## src/hdl/dsxe_pkg.sv

```systemverilog
// Shared types, constants and the substitution table of the datagram encoder.
// No dependencies; imported by the controller, the datapath and the top level.
package dsxe_pkg;

    // Packet store geometry
    localparam int STORE_DEPTH = 4096;
    localparam int ADDR_W      = $clog2(STORE_DEPTH);
    localparam int FRAME_BYTES = 4092;
    localparam int PAYLOAD_MAX = FRAME_BYTES - 1;
    localparam int CAPACITY    = (STORE_DEPTH < PAYLOAD_MAX) ? STORE_DEPTH : PAYLOAD_MAX;
    localparam int CNT_W       = 13;

    // Mixing constants
    localparam logic [7:0] CHECK_MASK = 8'hAA;
    localparam logic [7:0] KEY_MIX    = 8'hCC;

    // Item modes
    localparam logic MODE_LOAD  = 1'b0;
    localparam logic MODE_DRAIN = 1'b1;

    typedef struct packed {
        logic       mode;
        logic [7:0] plain_byte;
    } t_in_item;

    typedef struct packed {
        logic [7:0] cipher_byte;
        logic       last_byte;
        logic       overflow;
    } t_out_item;

    // Controller to datapath commands
    typedef struct packed {
        logic capture;
        logic load;
        logic emit;
    } t_cmd;

    typedef enum logic [1:0] {
        S_IDLE,
        S_LOAD,
        S_READ,
        S_EMIT
    } t_state;

    // Fixed byte substitution table
    localparam logic [7:0] SUB_ROM [0:255] = '{
        8'h27, 8'h69, 8'hFD, 8'h87, 8'h60, 8'h7D, 8'h83, 8'h02,
        8'hF2, 8'h3F, 8'h71, 8'h99, 8'hA3, 8'h7C, 8'h1B, 8'h9D,
        8'h76, 8'h30, 8'h23, 8'h25, 8'hC5, 8'h82, 8'h9B, 8'hEB,
        8'h1E, 8'hFA, 8'h46, 8'h4F, 8'h98, 8'hC9, 8'h37, 8'h88,
        8'h18, 8'hA2, 8'h68, 8'hD6, 8'hD7, 8'h22, 8'hD1, 8'h74,
        8'h7A, 8'h79, 8'h2E, 8'hD2, 8'h6D, 8'h48, 8'h0F, 8'hB1,
        8'h62, 8'h97, 8'hBC, 8'h8B, 8'h59, 8'h7F, 8'h29, 8'hB6,
        8'hB9, 8'h61, 8'hBE, 8'hC8, 8'hC1, 8'hC6, 8'h40, 8'hEF,
        8'h11, 8'h6A, 8'hA5, 8'hC7, 8'h3A, 8'hF4, 8'h4C, 8'h13,
        8'h6C, 8'h2B, 8'h1C, 8'h54, 8'h56, 8'h55, 8'h53, 8'hA8,
        8'hDC, 8'h9C, 8'h9A, 8'h16, 8'hDD, 8'hB0, 8'hF5, 8'h2D,
        8'hFF, 8'hDE, 8'h8A, 8'h90, 8'hFC, 8'h95, 8'hEC, 8'h31,
        8'h85, 8'hC2, 8'h01, 8'h06, 8'hDB, 8'h28, 8'hD8, 8'hEA,
        8'hA0, 8'hDA, 8'h10, 8'h0E, 8'hF0, 8'h2A, 8'h6B, 8'h21,
        8'hF1, 8'h86, 8'hFB, 8'h65, 8'hE1, 8'h6F, 8'hF6, 8'h26,
        8'h33, 8'h39, 8'hAE, 8'hBF, 8'hD4, 8'hE4, 8'hE9, 8'h44,
        8'h75, 8'h3D, 8'h63, 8'hBD, 8'hC0, 8'h7B, 8'h9E, 8'hA6,
        8'h5C, 8'h1F, 8'hB2, 8'hA4, 8'hC4, 8'h8D, 8'hB3, 8'hFE,
        8'h8F, 8'h19, 8'h8C, 8'h4D, 8'h5E, 8'h34, 8'hCC, 8'hF9,
        8'hB5, 8'hF3, 8'hF8, 8'hA1, 8'h50, 8'h04, 8'h93, 8'h73,
        8'hE0, 8'hBA, 8'hCB, 8'h45, 8'h35, 8'h1A, 8'h49, 8'h47,
        8'h6E, 8'h2F, 8'h51, 8'h12, 8'hE2, 8'h4A, 8'h72, 8'h05,
        8'h66, 8'h70, 8'hB8, 8'hCD, 8'h00, 8'hE5, 8'hBB, 8'h24,
        8'h58, 8'hEE, 8'hB4, 8'h80, 8'h81, 8'h36, 8'hA9, 8'h67,
        8'h5A, 8'h4B, 8'hE8, 8'hCA, 8'hCF, 8'h9F, 8'hE3, 8'hAC,
        8'hAA, 8'h14, 8'h5B, 8'h5F, 8'h0A, 8'h3B, 8'h77, 8'h92,
        8'h09, 8'h15, 8'h4E, 8'h94, 8'hAD, 8'h17, 8'h64, 8'h52,
        8'hD3, 8'h38, 8'h43, 8'h0D, 8'h0C, 8'h07, 8'h3C, 8'h1D,
        8'hAF, 8'hED, 8'hE7, 8'h08, 8'hB7, 8'h03, 8'hE6, 8'h8E,
        8'hAB, 8'h91, 8'h89, 8'h3E, 8'h2C, 8'h96, 8'h42, 8'hD9,
        8'h78, 8'hDF, 8'hD0, 8'h57, 8'h5D, 8'h84, 8'h41, 8'h7E,
        8'hCE, 8'hF7, 8'h32, 8'hC3, 8'hD5, 8'h20, 8'h0B, 8'hA7
    };

endpackage

```

## src/hdl/dsxe_ctrl.sv

```systemverilog
// Controller state machine: sequences load and drain items, issues commands.
// Depends on dsxe_pkg.
module dsxe_ctrl
    import dsxe_pkg::*;
(
    input  logic i_clk,
    input  logic i_rst_n,
    input  logic i_start,
    input  logic i_mode,
    output logic o_busy,
    output t_cmd o_cmd
);

    t_state r_state;
    t_state n_state;

    // State register
    always_ff @(posedge i_clk) begin
        if (!i_rst_n) begin
            r_state <= S_IDLE;
        end else begin
            r_state <= n_state;
        end
    end

    // Next state
    always_comb begin
        n_state = r_state;
        case (r_state)
            S_IDLE: begin
                if (i_start) begin
                    n_state = (i_mode == MODE_DRAIN) ? S_READ : S_LOAD;
                end
            end
            S_LOAD:  n_state = S_IDLE;
            S_READ:  n_state = S_EMIT;
            S_EMIT:  n_state = S_IDLE;
            default: n_state = S_IDLE;
        endcase
    end

    // Outputs
    always_comb begin
        o_busy        = 1'b1;
        o_cmd.capture = 1'b0;
        o_cmd.load    = 1'b0;
        o_cmd.emit    = 1'b0;
        case (r_state)
            S_IDLE: begin
                o_busy        = 1'b0;
                o_cmd.capture = i_start;
            end
            S_LOAD:  o_cmd.load = 1'b1;
            S_READ:  o_busy = 1'b1;  // store read in flight
            S_EMIT:  o_cmd.emit = 1'b1;
            default: o_busy = 1'b1;
        endcase
    end

endmodule

```

## config.mk

```make
export PLATFORM = sky130hd
export DESIGN_NAME = dsxe_ctrl
export DESIGN_NICKNAME = d
export VERILOG_FILES = /design/src/hdl/dsxe_pkg.sv /design/src/hdl/dsxe_ctrl.sv
export SDC_FILE = /design/constraint.sdc
export NUM_CORES = 1
export LEC_CHECK = 0
export BUFFER_PORTS_ARGS = -buffer_cell sky130_fd_sc_hd__buf_2
export CAP_MARGIN = 30
export CELL_PAD_IN_SITES_DETAIL_PLACEMENT = 0
export CELL_PAD_IN_SITES_GLOBAL_PLACEMENT = 1
export CORE_AREA = 4 4 41 43
export CTS_BUF_LIST = sky130_fd_sc_hd__clkbuf_8
export CTS_CLUSTER_SIZE = 16
export DETAILED_ROUTE_END_ITERATION = 8
export DIE_AREA = 0 0 45 47
export PLACE_DENSITY_LB_ADDON = 0.2
export RECOVER_POWER = 100
export SETUP_SLACK_MARGIN = 0.4
export SLEW_MARGIN = 20
export SYNTH_ARGS = -nofsm -noshare
export SYNTH_HDL_FRONTEND = slang
export SYNTH_SLANG_ARGS = --single-unit
export TNS_END_PERCENT = 1
```

## constraint.sdc

```tcl
create_clock -name i_clk -period 1 [get_ports i_clk]
set_clock_uncertainty 0.2 [all_clocks]
set_input_delay 0.2 -clock i_clk [delete_from_list [all_inputs] [get_ports i_clk]]
set_output_delay 0.2 -clock i_clk [all_outputs]
set_load 0.1 [all_outputs]
```

==> metrics, run 1 <==
failing checks=setup timing; port bufs=7; post-synth top area cell=dfxtp_1; maxcap violations=0; CTS tree=yes; vias in the first global route=118; largest net degree at the start of global routing=5; insertion delay to the later sink of the worst-skew pair=0.21 ns; mux cell area share after synthesis=0%; Max Clk Rate=684 MHz; placed insts=38; antenna-violating nets left=0; Slew Limit Fails=0; setup ws final=-0.463 ns; endpoints failing hold=0; ys flop type=dfxtp_1; synth unique cells=9; I/O Pins=8; Total Die Area=2120 um^2; relative slew slack=93.7%; post-synth top area share=38.1%; die height=47 um; first-pass GRT wire length=427 um; layout cells sized above 1=76.9%; clock tree buffer depth=2; Antenna Cells=0; Lkg Pwr=0.135 nW; XOR/XNOR Fraction of Synth Area=0%; Req. time, crit path=0.60 ns; Fillers=147; number of flops mapped to enable cells by yosys=0; Core ar.=1300 um^2; top post-synthesis cells by area=dfxtp_1 (38%), nand2b_1 (12%), a21oi_1 (9.5%), and2b_2 (8.3%), or2_4 (8.3%); Total Routing Usage GR=3.15%; drc violations=0; leading post-synthesis cells by instance count=a21oi_1 (2), dfxtp_1 (2), inv_1 (2), nand2b_1 (2); Initial DRC Count=0; biggest registers after layout=r_state: 2 flops; CTS buffer count=3; gpl congestion=0.552; final period utilization=146%; Final Critical Period=1.46 ns; number of flip-flops under the largest register name=2; kind of critical path=reg -> out; Mapped Avg Cell Area=8.08 um^2; Starting Density=8.08%; HPWL Detailed=238 um; final std cells w/o fill=41; CTS sink count=2; Peak VDD IR=0.830 mV; 1st-pass router iterations=1; ys async rst share=0%; vias=120; final count of negative-setup-slack endpoints=4; unrepaired setup endpoints after global routing=yes; Max H-tree Level=1; Startpoint Class=register; post-synthesis sequential element count=2; total grt overflow=0; Final nets=32; PwrDens=2030 nW/um^2; Syn-to-layout area delta=181%; compound-gate portion of the synthesized area=9.52%; Crit. End Element=output port; Avg WL per Cell=6.83 um; WL final=280 um; Yosys Warn Count=0; vias per cell=2.93; CP max FO=2; initial antenna violation count=0; cell count after synthesis=13; dpl ws=-0.278 ns; status=finished with violations; largest family of logic cells by synthesized area=simple AND/OR/NAND/NOR gates; register area share after synthesis=38.1%; Placement Rows=13; post-synthesis simple-gate area fraction=45.2%; Worst-Margin Slew=0.0947 ns; Power, Total=600 uW; die width=45 um; Worst EP arrival=1.06 ns; Adder-Cell Fraction of Synth Area=0%; syn nets=17; root buf cell=clkbuf_8; Synth Cell Area=105 um^2; Reg clk slew, reported paths=0.03 ns; min-delay worst type=in -> reg; Reg with most FFs=r_state
==> cell type report <==
class                      count  area, um^2  share of cell area, %
inverter                       2        7.51                   2.54
sequential                     2        42.5                   14.4
tap                           15        18.8                   6.36
timing repair buffer          10         118                   39.8
clock buffer                   3        41.3                   14.0
multi-input combinational      9        67.6                   22.9
==> power breakdown <==
part,total (mW),internal (mW),switching (mW)
Combinational,0.200,0.0780,0.122
Sequential,0.0913,0.0875,0.00380
Clock,0.309,0.254,0.0550
Total,0.600,0.419,0.181
==> cell families (layout without fill, tap and decap cells) <==
logic type,count (synthesis),after routing
AOI/OAI and AO/OA,2,2
buffers and inverters,2,15
DFF,2,2
and+or+nand+nor,7,7
==> layout by cell type (no fill, tap or decap), drive strengths merged <==
cell and count:
buf 10, clkbuf 3, inv 2, nand2b 2, dfxtp 2, nor2 2
a21oi 2, and2 1, and2b 1, or2 1
==> worst paths after layout <==
check / depth (start not counted) / to / startpoint / slack (ns)
hold reg to reg: 3 / r_state[0] / r_state[1] / 0.38
setup reg to reg: 3 / r_state[0] / r_state[0] / 0.04
setup / recovery: 3 / o_cmd[2] / r_state[0] / -0.46
hold / removal: 3 / r_state[1] / i_rst_n / 0.05
==> repair_timing <==
action,4_1_cts,5_1_grt
gates resized for setup,2,2
setup endpoints to repair,6,6
hold buffers,0,0
pin swaps,2,0
buffers inserted,0,0
==> critical path, cell delays in order (launching register included) <==
cell and delay [ns]:
dfxtp_2 0.30, or2_4 0.27, nor2_4 0.11, buf_12 0.18
==> metrics by stage <==
step	area (um^2)	setup TNS [ns]	hold slack (ns)	utilization, %
floorplan	110	-1.16	0.141	-
global placement	246	-0.817	0.252	18.9
detailed placement	246	-0.809	0.257	18.9
CTS	290	-1.60	0.0497	22.3
global route	295	-1.68	0.0670	22.7
finish	295	-1.57	0.0503	22.7
==> per-layer routing <==
| metal | vias to the layer above | part of all wire [%] | GRT usage [%] |
|---|---|---|---|
| met5 | - | 0 | 0 |
| met4 | 0 | 0 | 1.75 |
| met3 | 0 | 7.1 | 3.45 |
| met2 | 5 | 44 | 4.24 |
| met1 | 50 | 49 | 2.94 |
| li1 | 65 | - | - |
Note: power is estimated with default switching activity, not from simulation.
==> run 2, diff against run 1 <==
--- a/config.mk
+++ b/config.mk
@@ -5,7 +5,7 @@
 export SDC_FILE = /design/constraint.sdc
 export NUM_CORES = 1
 export LEC_CHECK = 0
-export BUFFER_PORTS_ARGS = -buffer_cell sky130_fd_sc_hd__buf_2
+export BUFFER_PORTS_ARGS = -buffer_cell sky130_fd_sc_hd__buf_4
 export CAP_MARGIN = 30
 export CELL_PAD_IN_SITES_DETAIL_PLACEMENT = 0
 export CELL_PAD_IN_SITES_GLOBAL_PLACEMENT = 1
==> run 2 against run 1 <==
  * The run still ends with setup timing left
  * Sequential cell count is the same
  * Largest power group unchanged
  * Worst setup slack gained 0.012 ns
  * Highest routed layer is now met4
  * Cell area shrank 3.8%
  * Via count grew 7.5%
  * Sequential share of layout area grew 0.57 points
  * Total power shrank 0.49%
==> metrics, run 2 (synthesis gave the netlist of run 1 again) <==
Initial DRC Count=0 (unchanged); crit-path cells=or2_4 -> nor2_4 -> buf_12 (unchanged); delay-heaviest family, CP=simple AND/OR/NAND/NOR gates (unchanged); final count of negative-setup-slack endpoints=4 (unchanged); port bufs=7 (unchanged); launch point of the worst reg-to-reg path=r_state[0] (unchanged); antenna-violating nets left=0 (unchanged); min-delay worst type=in -> reg (unchanged); 1st-pass router iterations=1 (unchanged); relative slew slack=81.6% (was 93.7%); status=finished with violations (unchanged); Avg WL per Cell=7.98 um (was 6.83 um); Reg with most FFs=r_state (unchanged); final std cells w/o fill=41 (unchanged); gpl congestion=0.616 (was 0.552); Max stage delay cell, worst path=dfxtp_2 (unchanged); PwrDens=2100 nW/um^2 (was 2030 nW/um^2); Antenna Cells=0 (unchanged); total grt overflow=0 (unchanged); Total Routing Usage GR=4.26% (was 3.15%); layout cells sized above 1=76.9% (unchanged); highest cell delay on the worst timing path=0.32 ns (was 0.30 ns); Slew Limit Fails=0 (unchanged); Final Critical Period=1.45 ns (was 1.46 ns); root buf cell=clkbuf_8 (unchanged); vias per cell=3.15 (was 2.93); CTS buffer count=3 (unchanged); FF/Latch Area=42.5 um^2 (unchanged); Syn-to-layout area delta=170% (was 181%); Crit. End Element=output port (unchanged); Power, Total=597 uW (was 600 uW); Hold-fix buffers, CTS=0 (unchanged); Req. time, crit path=0.60 ns (about the same); commonest non-fill, non-tap cell in the layout=buf_4 (was buf_12); endpoints failing hold=0 (unchanged); initial antenna violation count=0 (unchanged); maxcap violations=0 (unchanged); Max Clk Rate=689 MHz (was 684 MHz); die width=45 um (unchanged); failing checks=setup timing (unchanged); Worst-Margin Slew=0.279 ns (was 0.0947 ns); Worst EP arrival=1.05 ns (was 1.06 ns); CP max FO=4 (was 2); Startpoint Class=register (unchanged); drc violations=0 (unchanged); CTS tree=yes (unchanged); CP Launch Point=r_state[1] (was r_state[0]); largest net degree at the start of global routing=5 (unchanged); HPWL Detailed=226 um (was 238 um); placed insts=38 (unchanged); kind of critical path=reg -> out (unchanged); Max H-tree Level=1 (unchanged); number of flip-flops under the largest register name=2 (unchanged); Peak VDD IR=0.744 mV (was 0.830 mV); placed instance area=204 um^2 (was 246 um^2); Placement Rows=13 (unchanged); biggest registers after layout=r_state: 2 flops (unchanged); insertion delay to the later sink of the worst-skew pair=0.21 ns (about the same); unrepaired setup endpoints after global routing=yes (unchanged); Final nets=32 (unchanged); hold path startpoint=i_mode (was i_rst_n); final core occ=21.8% (was 22.7%); Lkg Pwr=0.132 nW (was 0.135 nW); WL final=327 um (was 280 um); clock tree buffer depth=2 (unchanged); Starting Density=8.08% (unchanged); I/O Pins=8 (unchanged); Reg clk slew, reported paths=0.03 ns (about the same); final instance area=284 um^2 (was 295 um^2); vias in the first global route=131 (was 118); multi-input logic area=66.3 um^2 (was 67.6 um^2); Fillers=150 (was 147); Total Die Area=2120 um^2 (unchanged); most frequent cells in the layout=buf_4 (7), clkbuf_8 (3) (was buf_12 (4), clkbuf_8 (3), buf_2 (3), buf_4 (3)); final period utilization=145% (was 146%); CTS sink count=2 (unchanged); Core ar.=1300 um^2 (unchanged); die height=47 um (unchanged); setup ws final=-0.451 ns (was -0.463 ns); Buf/Inv on CP=1 (unchanged); first-pass GRT wire length=524 um (was 427 um); vias=129 (was 120)
[run 2: per-layer routing]
metal / GRT usage (%) / vias to the layer above / routed length [um]
li1: - / 67 / -
met1: 3.62 / 51 / 130
met2: 4.80 / 8 / 129
met3: 3.45 / 3 / 40
met4: 7.02 / 0 / 27
met5: 0 / - / 0
[run 2: metrics by stage]
step	worst slack, ns	setup TNS (ns)	hold WS [ns]
CTS	-0.484	-1.74	0.0398
detailed placement	-0.332	-1.01	0.249
global route	-0.494	-1.82	0.0558
global placement	-0.331	-1.02	0.249
floorplan	-0.608	-1.16	0.141
finish	-0.451	-1.68	0.0375
[run 2: worst reg2reg max path, delay by kind of cell, from the launching register on]
kind / cells / cell delay, ns
AND/OR/NAND/NOR: 1 / 0.15
AO/OA/AOI/OAI: 1 / 0.11
flip-flops: 1 / 0.31
buffers and inverters: 1 / 0.13
[run 2: layout make-up]
cell class,instances,share of cell area (%)
flip-flops and latches,2,15.0
multi-input cells,9,23.3
repair buffers,10,37.9
well taps,15,6.61
clock buffers,3,14.5
inverters,2,2.64
[run 2: path summary, 6_finish.rpt]
kind	endpoint	slack (ns)	cells past startpoint
setup / recovery	o_cmd[2]	-0.45	3
hold / removal	r_state[1]	0.04	3
setup reg to reg	r_state[0]	0.04	3
hold reg to reg	r_state[0]	0.39	3
[run 2: repair_timing]
action	4_1_cts	5_1_grt
endpoints found under the hold margin	0	0
pin swaps	3	1
setup buffers	0	0
endpoints found under the setup margin	6	6
resized for setup	9	2
[run 2: where the power goes]
group	switching [mW]	internal [mW]
registers	0.00405	0.0875
logic	0.119	0.0656
clock network	0.0661	0.255
total	0.189	0.408
==> run 3, diff against run 2 <==
--- a/config.mk
+++ b/config.mk
@@ -5,6 +5,7 @@
 export SDC_FILE = /design/constraint.sdc
 export NUM_CORES = 1
 export LEC_CHECK = 0
+export ABC_AREA = 1
 export BUFFER_PORTS_ARGS = -buffer_cell sky130_fd_sc_hd__buf_4
 export CAP_MARGIN = 30
 export CELL_PAD_IN_SITES_DETAIL_PLACEMENT = 0
@@ -17,7 +18,6 @@
 export PLACE_DENSITY_LB_ADDON = 0.2
 export RECOVER_POWER = 100
 export SETUP_SLACK_MARGIN = 0.4
-export SLEW_MARGIN = 20
 export SYNTH_ARGS = -nofsm -noshare
 export SYNTH_HDL_FRONTEND = slang
 export SYNTH_SLANG_ARGS = --single-unit
==> run 3 against run 2 <==
  * The flow still finishes with violations (setup timing)
  * Synthesized cell count increased by 31%
  * Total power up 4.4%
  * Worst setup slack improved by 0.077 ns
  * Routed wire length fell by 9.2%
  * Combinational power increased by 16%
  * Cell area up 4.4%
  * Die area unchanged
  * Cell count rose by 7.3%
  * First-iteration DRC count up 1
  * Clock power shrank 2%
  * Sequential power is 5.4% higher
  * Count of clock-buffer cells in the layout unchanged
  * Largest cell class unchanged
==> metrics, run 3 <==
final std cells w/o fill=44 (was 41); post-synthesis sequential element count=2 (unchanged); Final nets=35 (was 32); I/O Pins=8 (unchanged); Yosys Warn Count=0 (unchanged); Max H-tree Level=1 (unchanged); r2r endpoint=r_state[0] (unchanged); Lkg Pwr=0.145 nW (was 0.132 nW); vias per cell=3.11 (was 3.15); number of flops mapped to enable cells by yosys=0 (unchanged); kind of critical path=reg -> out (unchanged); die width=45 um (unchanged); Total Routing Usage GR=4.26% (unchanged); port bufs=7 (unchanged); final period utilization=137% (was 145%); top post-synthesis cells by area=dfxtp_1 (41%), inv_1 (19%), nor2_1 (19%), nand2_1 (11%), o21ai_0 (10%) (was dfxtp_1 (38%), nand2b_1 (12%), a21oi_1 (9.5%), and2b_2 (8.3%), or2_4 (8.3%)); largest net degree at the start of global routing=5 (unchanged); Slew Limit Fails=0 (unchanged); 1st-pass router iterations=2 (was 1); HPWL Detailed=233 um (was 226 um); CP max FO=2 (was 4); Antenna Cells=0 (unchanged); Avg WL per Cell=6.75 um (was 7.98 um); Final Critical Period=1.37 ns (was 1.45 ns); vias in the first global route=130 (was 131); endpoints failing hold=0 (unchanged); r2r setup slk=0.01 ns (was 0.04 ns); Starting Density=7.60% (was 8.08%); Max Clk Rate=728 MHz (was 689 MHz); setup ws final=-0.374 ns (was -0.451 ns); Crit. End Element=output port (unchanged); insertion delay to the later sink of the worst-skew pair=0.21 ns (about the same); ys async rst share=0% (unchanged); WL final=297 um (was 327 um); Synth Cell Area=98.8 um^2 (was 105 um^2); CTS tree=yes (unchanged); placed insts=41 (was 38); path depth of the worst reg2reg path=3 (unchanged); drc violations=0 (unchanged); Core ar.=1300 um^2 (unchanged); failing checks=setup timing (unchanged); Startpoint Class=register (unchanged); Initial DRC Count=1 (was 0); syn nets=21 (was 17); leading post-synthesis cells by instance count=inv_1 (5), nor2_1 (5), nand2_1 (3) (was a21oi_1 (2), dfxtp_1 (2), inv_1 (2), nand2b_1 (2)); worst hold stages=3 (unchanged); antenna-violating nets left=0 (unchanged); status=finished with violations (unchanged); final instance area=297 um^2 (was 284 um^2); gpl congestion=0.622 (was 0.616); Fillers=154 (was 150); CTS sink count=2 (unchanged); min-delay worst type=in -> reg (unchanged); placed instance area=195 um^2 (was 204 um^2); register area share after synthesis=40.5% (was 38.1%); Reg with most FFs=r_state (unchanged); unrepaired setup endpoints after global routing=yes (unchanged); Hold-fix buffers, CTS=0 (unchanged); CTS buffer count=3 (unchanged); die height=47 um (unchanged); cell count after synthesis=17 (was 13); biggest registers after layout=r_state: 2 flops (unchanged); post-synth top area share=40.5% (was 38.1%); PwrDens=2100 nW/um^2 (about the same); relative slew slack=86.5% (was 81.6%); vias=137 (was 129); layout cells sized above 1=65.5% (was 76.9%); Reg clk slew, reported paths=0.03 ns (about the same); ys flop type=dfxtp_1 (unchanged); number of flip-flops under the largest register name=2 (unchanged); Req. time, crit path=0.60 ns (about the same); commonest non-fill, non-tap cell in the layout=buf_4 (unchanged); Syn-to-layout area delta=200% (was 170%); final count of negative-setup-slack endpoints=4 (unchanged); first-pass GRT wire length=517 um (was 524 um); maxcap violations=0 (unchanged); WHS=0.0271 ns (was 0.0375 ns); clock tree buffer depth=2 (unchanged); root buf cell=clkbuf_8 (unchanged); launch point of the worst reg-to-reg path=r_state[1] (was r_state[0]); Placement Rows=13 (unchanged); hold path startpoint=i_rst_n (was i_mode); Mapped Avg Cell Area=5.81 um^2 (was 8.08 um^2); Worst EP arrival=0.97 ns (was 1.05 ns); synth unique cells=5 (was 9); Peak VDD IR=0.574 mV (was 0.744 mV); post-synth top area cell=dfxtp_1 (unchanged); Hold EP=r_state[0] (was r_state[1]); initial antenna violation count=0 (unchanged); total grt overflow=0 (unchanged); Total Die Area=2120 um^2 (unchanged); Worst-Margin Slew=0.202 ns (was 0.279 ns)
==> run 3: changes by cell type after synthesis, moves of 2 or more <==
cell and change:
nand2b_1 -2, nand2_1 +3, a21oi_1 -2, o21ai_0 +2, nor2_1 +4, inv_1 +3
==> run 3: how the worst max path moves through the flow <==
stage / startpoint / endpoint
2_1_floorplan: r_state[1] / o_cmd[2]
3_3_place_gp: r_state[0] / o_cmd[2]
3_5_place_dp: r_state[0] / o_cmd[2]
4_1_cts: r_state[0] / o_cmd[2]
5_1_grt: r_state[1] / o_cmd[2]
6_report: r_state[1] / o_cmd[2]
==> run 3: layer usage <==
metal  track usage [%]  routed length [um]  vias to the layer above
met5                 0                   0                        -
met4              5.26                   0                        0
met3              4.60                  47                        0
met2              4.24                 117                        7
met1              4.07                 133                       57
li1                  -                   -                       73
==> run 3: final cells by class <==
| cell class | instances | area, um^2 | area share (%) |
|---|---|---|---|
| clock buffers | 3 | 41.3 | 13.9 |
| inverters | 5 | 18.8 | 6.33 |
| multi-input cells | 10 | 62.6 | 21.1 |
| flip-flops and latches | 2 | 42.5 | 14.3 |
| well taps | 15 | 18.8 | 6.33 |
| repair buffers | 9 | 113 | 38.0 |
==> run 3: worst max-delay path, cell delays in order (launching register included) <==
cell and delay [ns]:
dfxtp_2 0.32, nor2_4 0.11, inv_2 0.06, nor2_4 0.09, buf_12 0.18
==> run 3: repair_timing <==
action                                  in CTS  in global routing
endpoints found under the setup margin       6                  6
setup buffers                                0                  0
pin swaps                                    1                  1
resized for setup                           19                  0
==> run 3: cells by family after synthesis <==
family / count (synthesis) / synth area share (%)
simple gates: 8 / 30.4
buf+inv: 5 / 19.0
flops: 2 / 40.5
compound gates: 2 / 10.1
==> run 3: power by group <==
group          internal (mW)  total [mW]  switching (mW)  leakage [nW]
clock                  0.254       0.313          0.0589        0.0216
sequential            0.0885      0.0964         0.00791        0.0172
combinational         0.0733       0.214           0.140         0.106
total                  0.416       0.623           0.207         0.145
==> run 3: stage by stage <==
step	power, mW	util [%]	TNS, ns	worst slack (ns)
detailed placement	0.267	15.0	-0.932	-0.288
global route	0.659	22.8	-1.60	-0.414
CTS	0.641	22.8	-1.44	-0.394
global placement	0.266	15.0	-0.887	-0.287
finish	0.623	22.8	-1.38	-0.374
floorplan	0.224	-	-2.35	-0.903
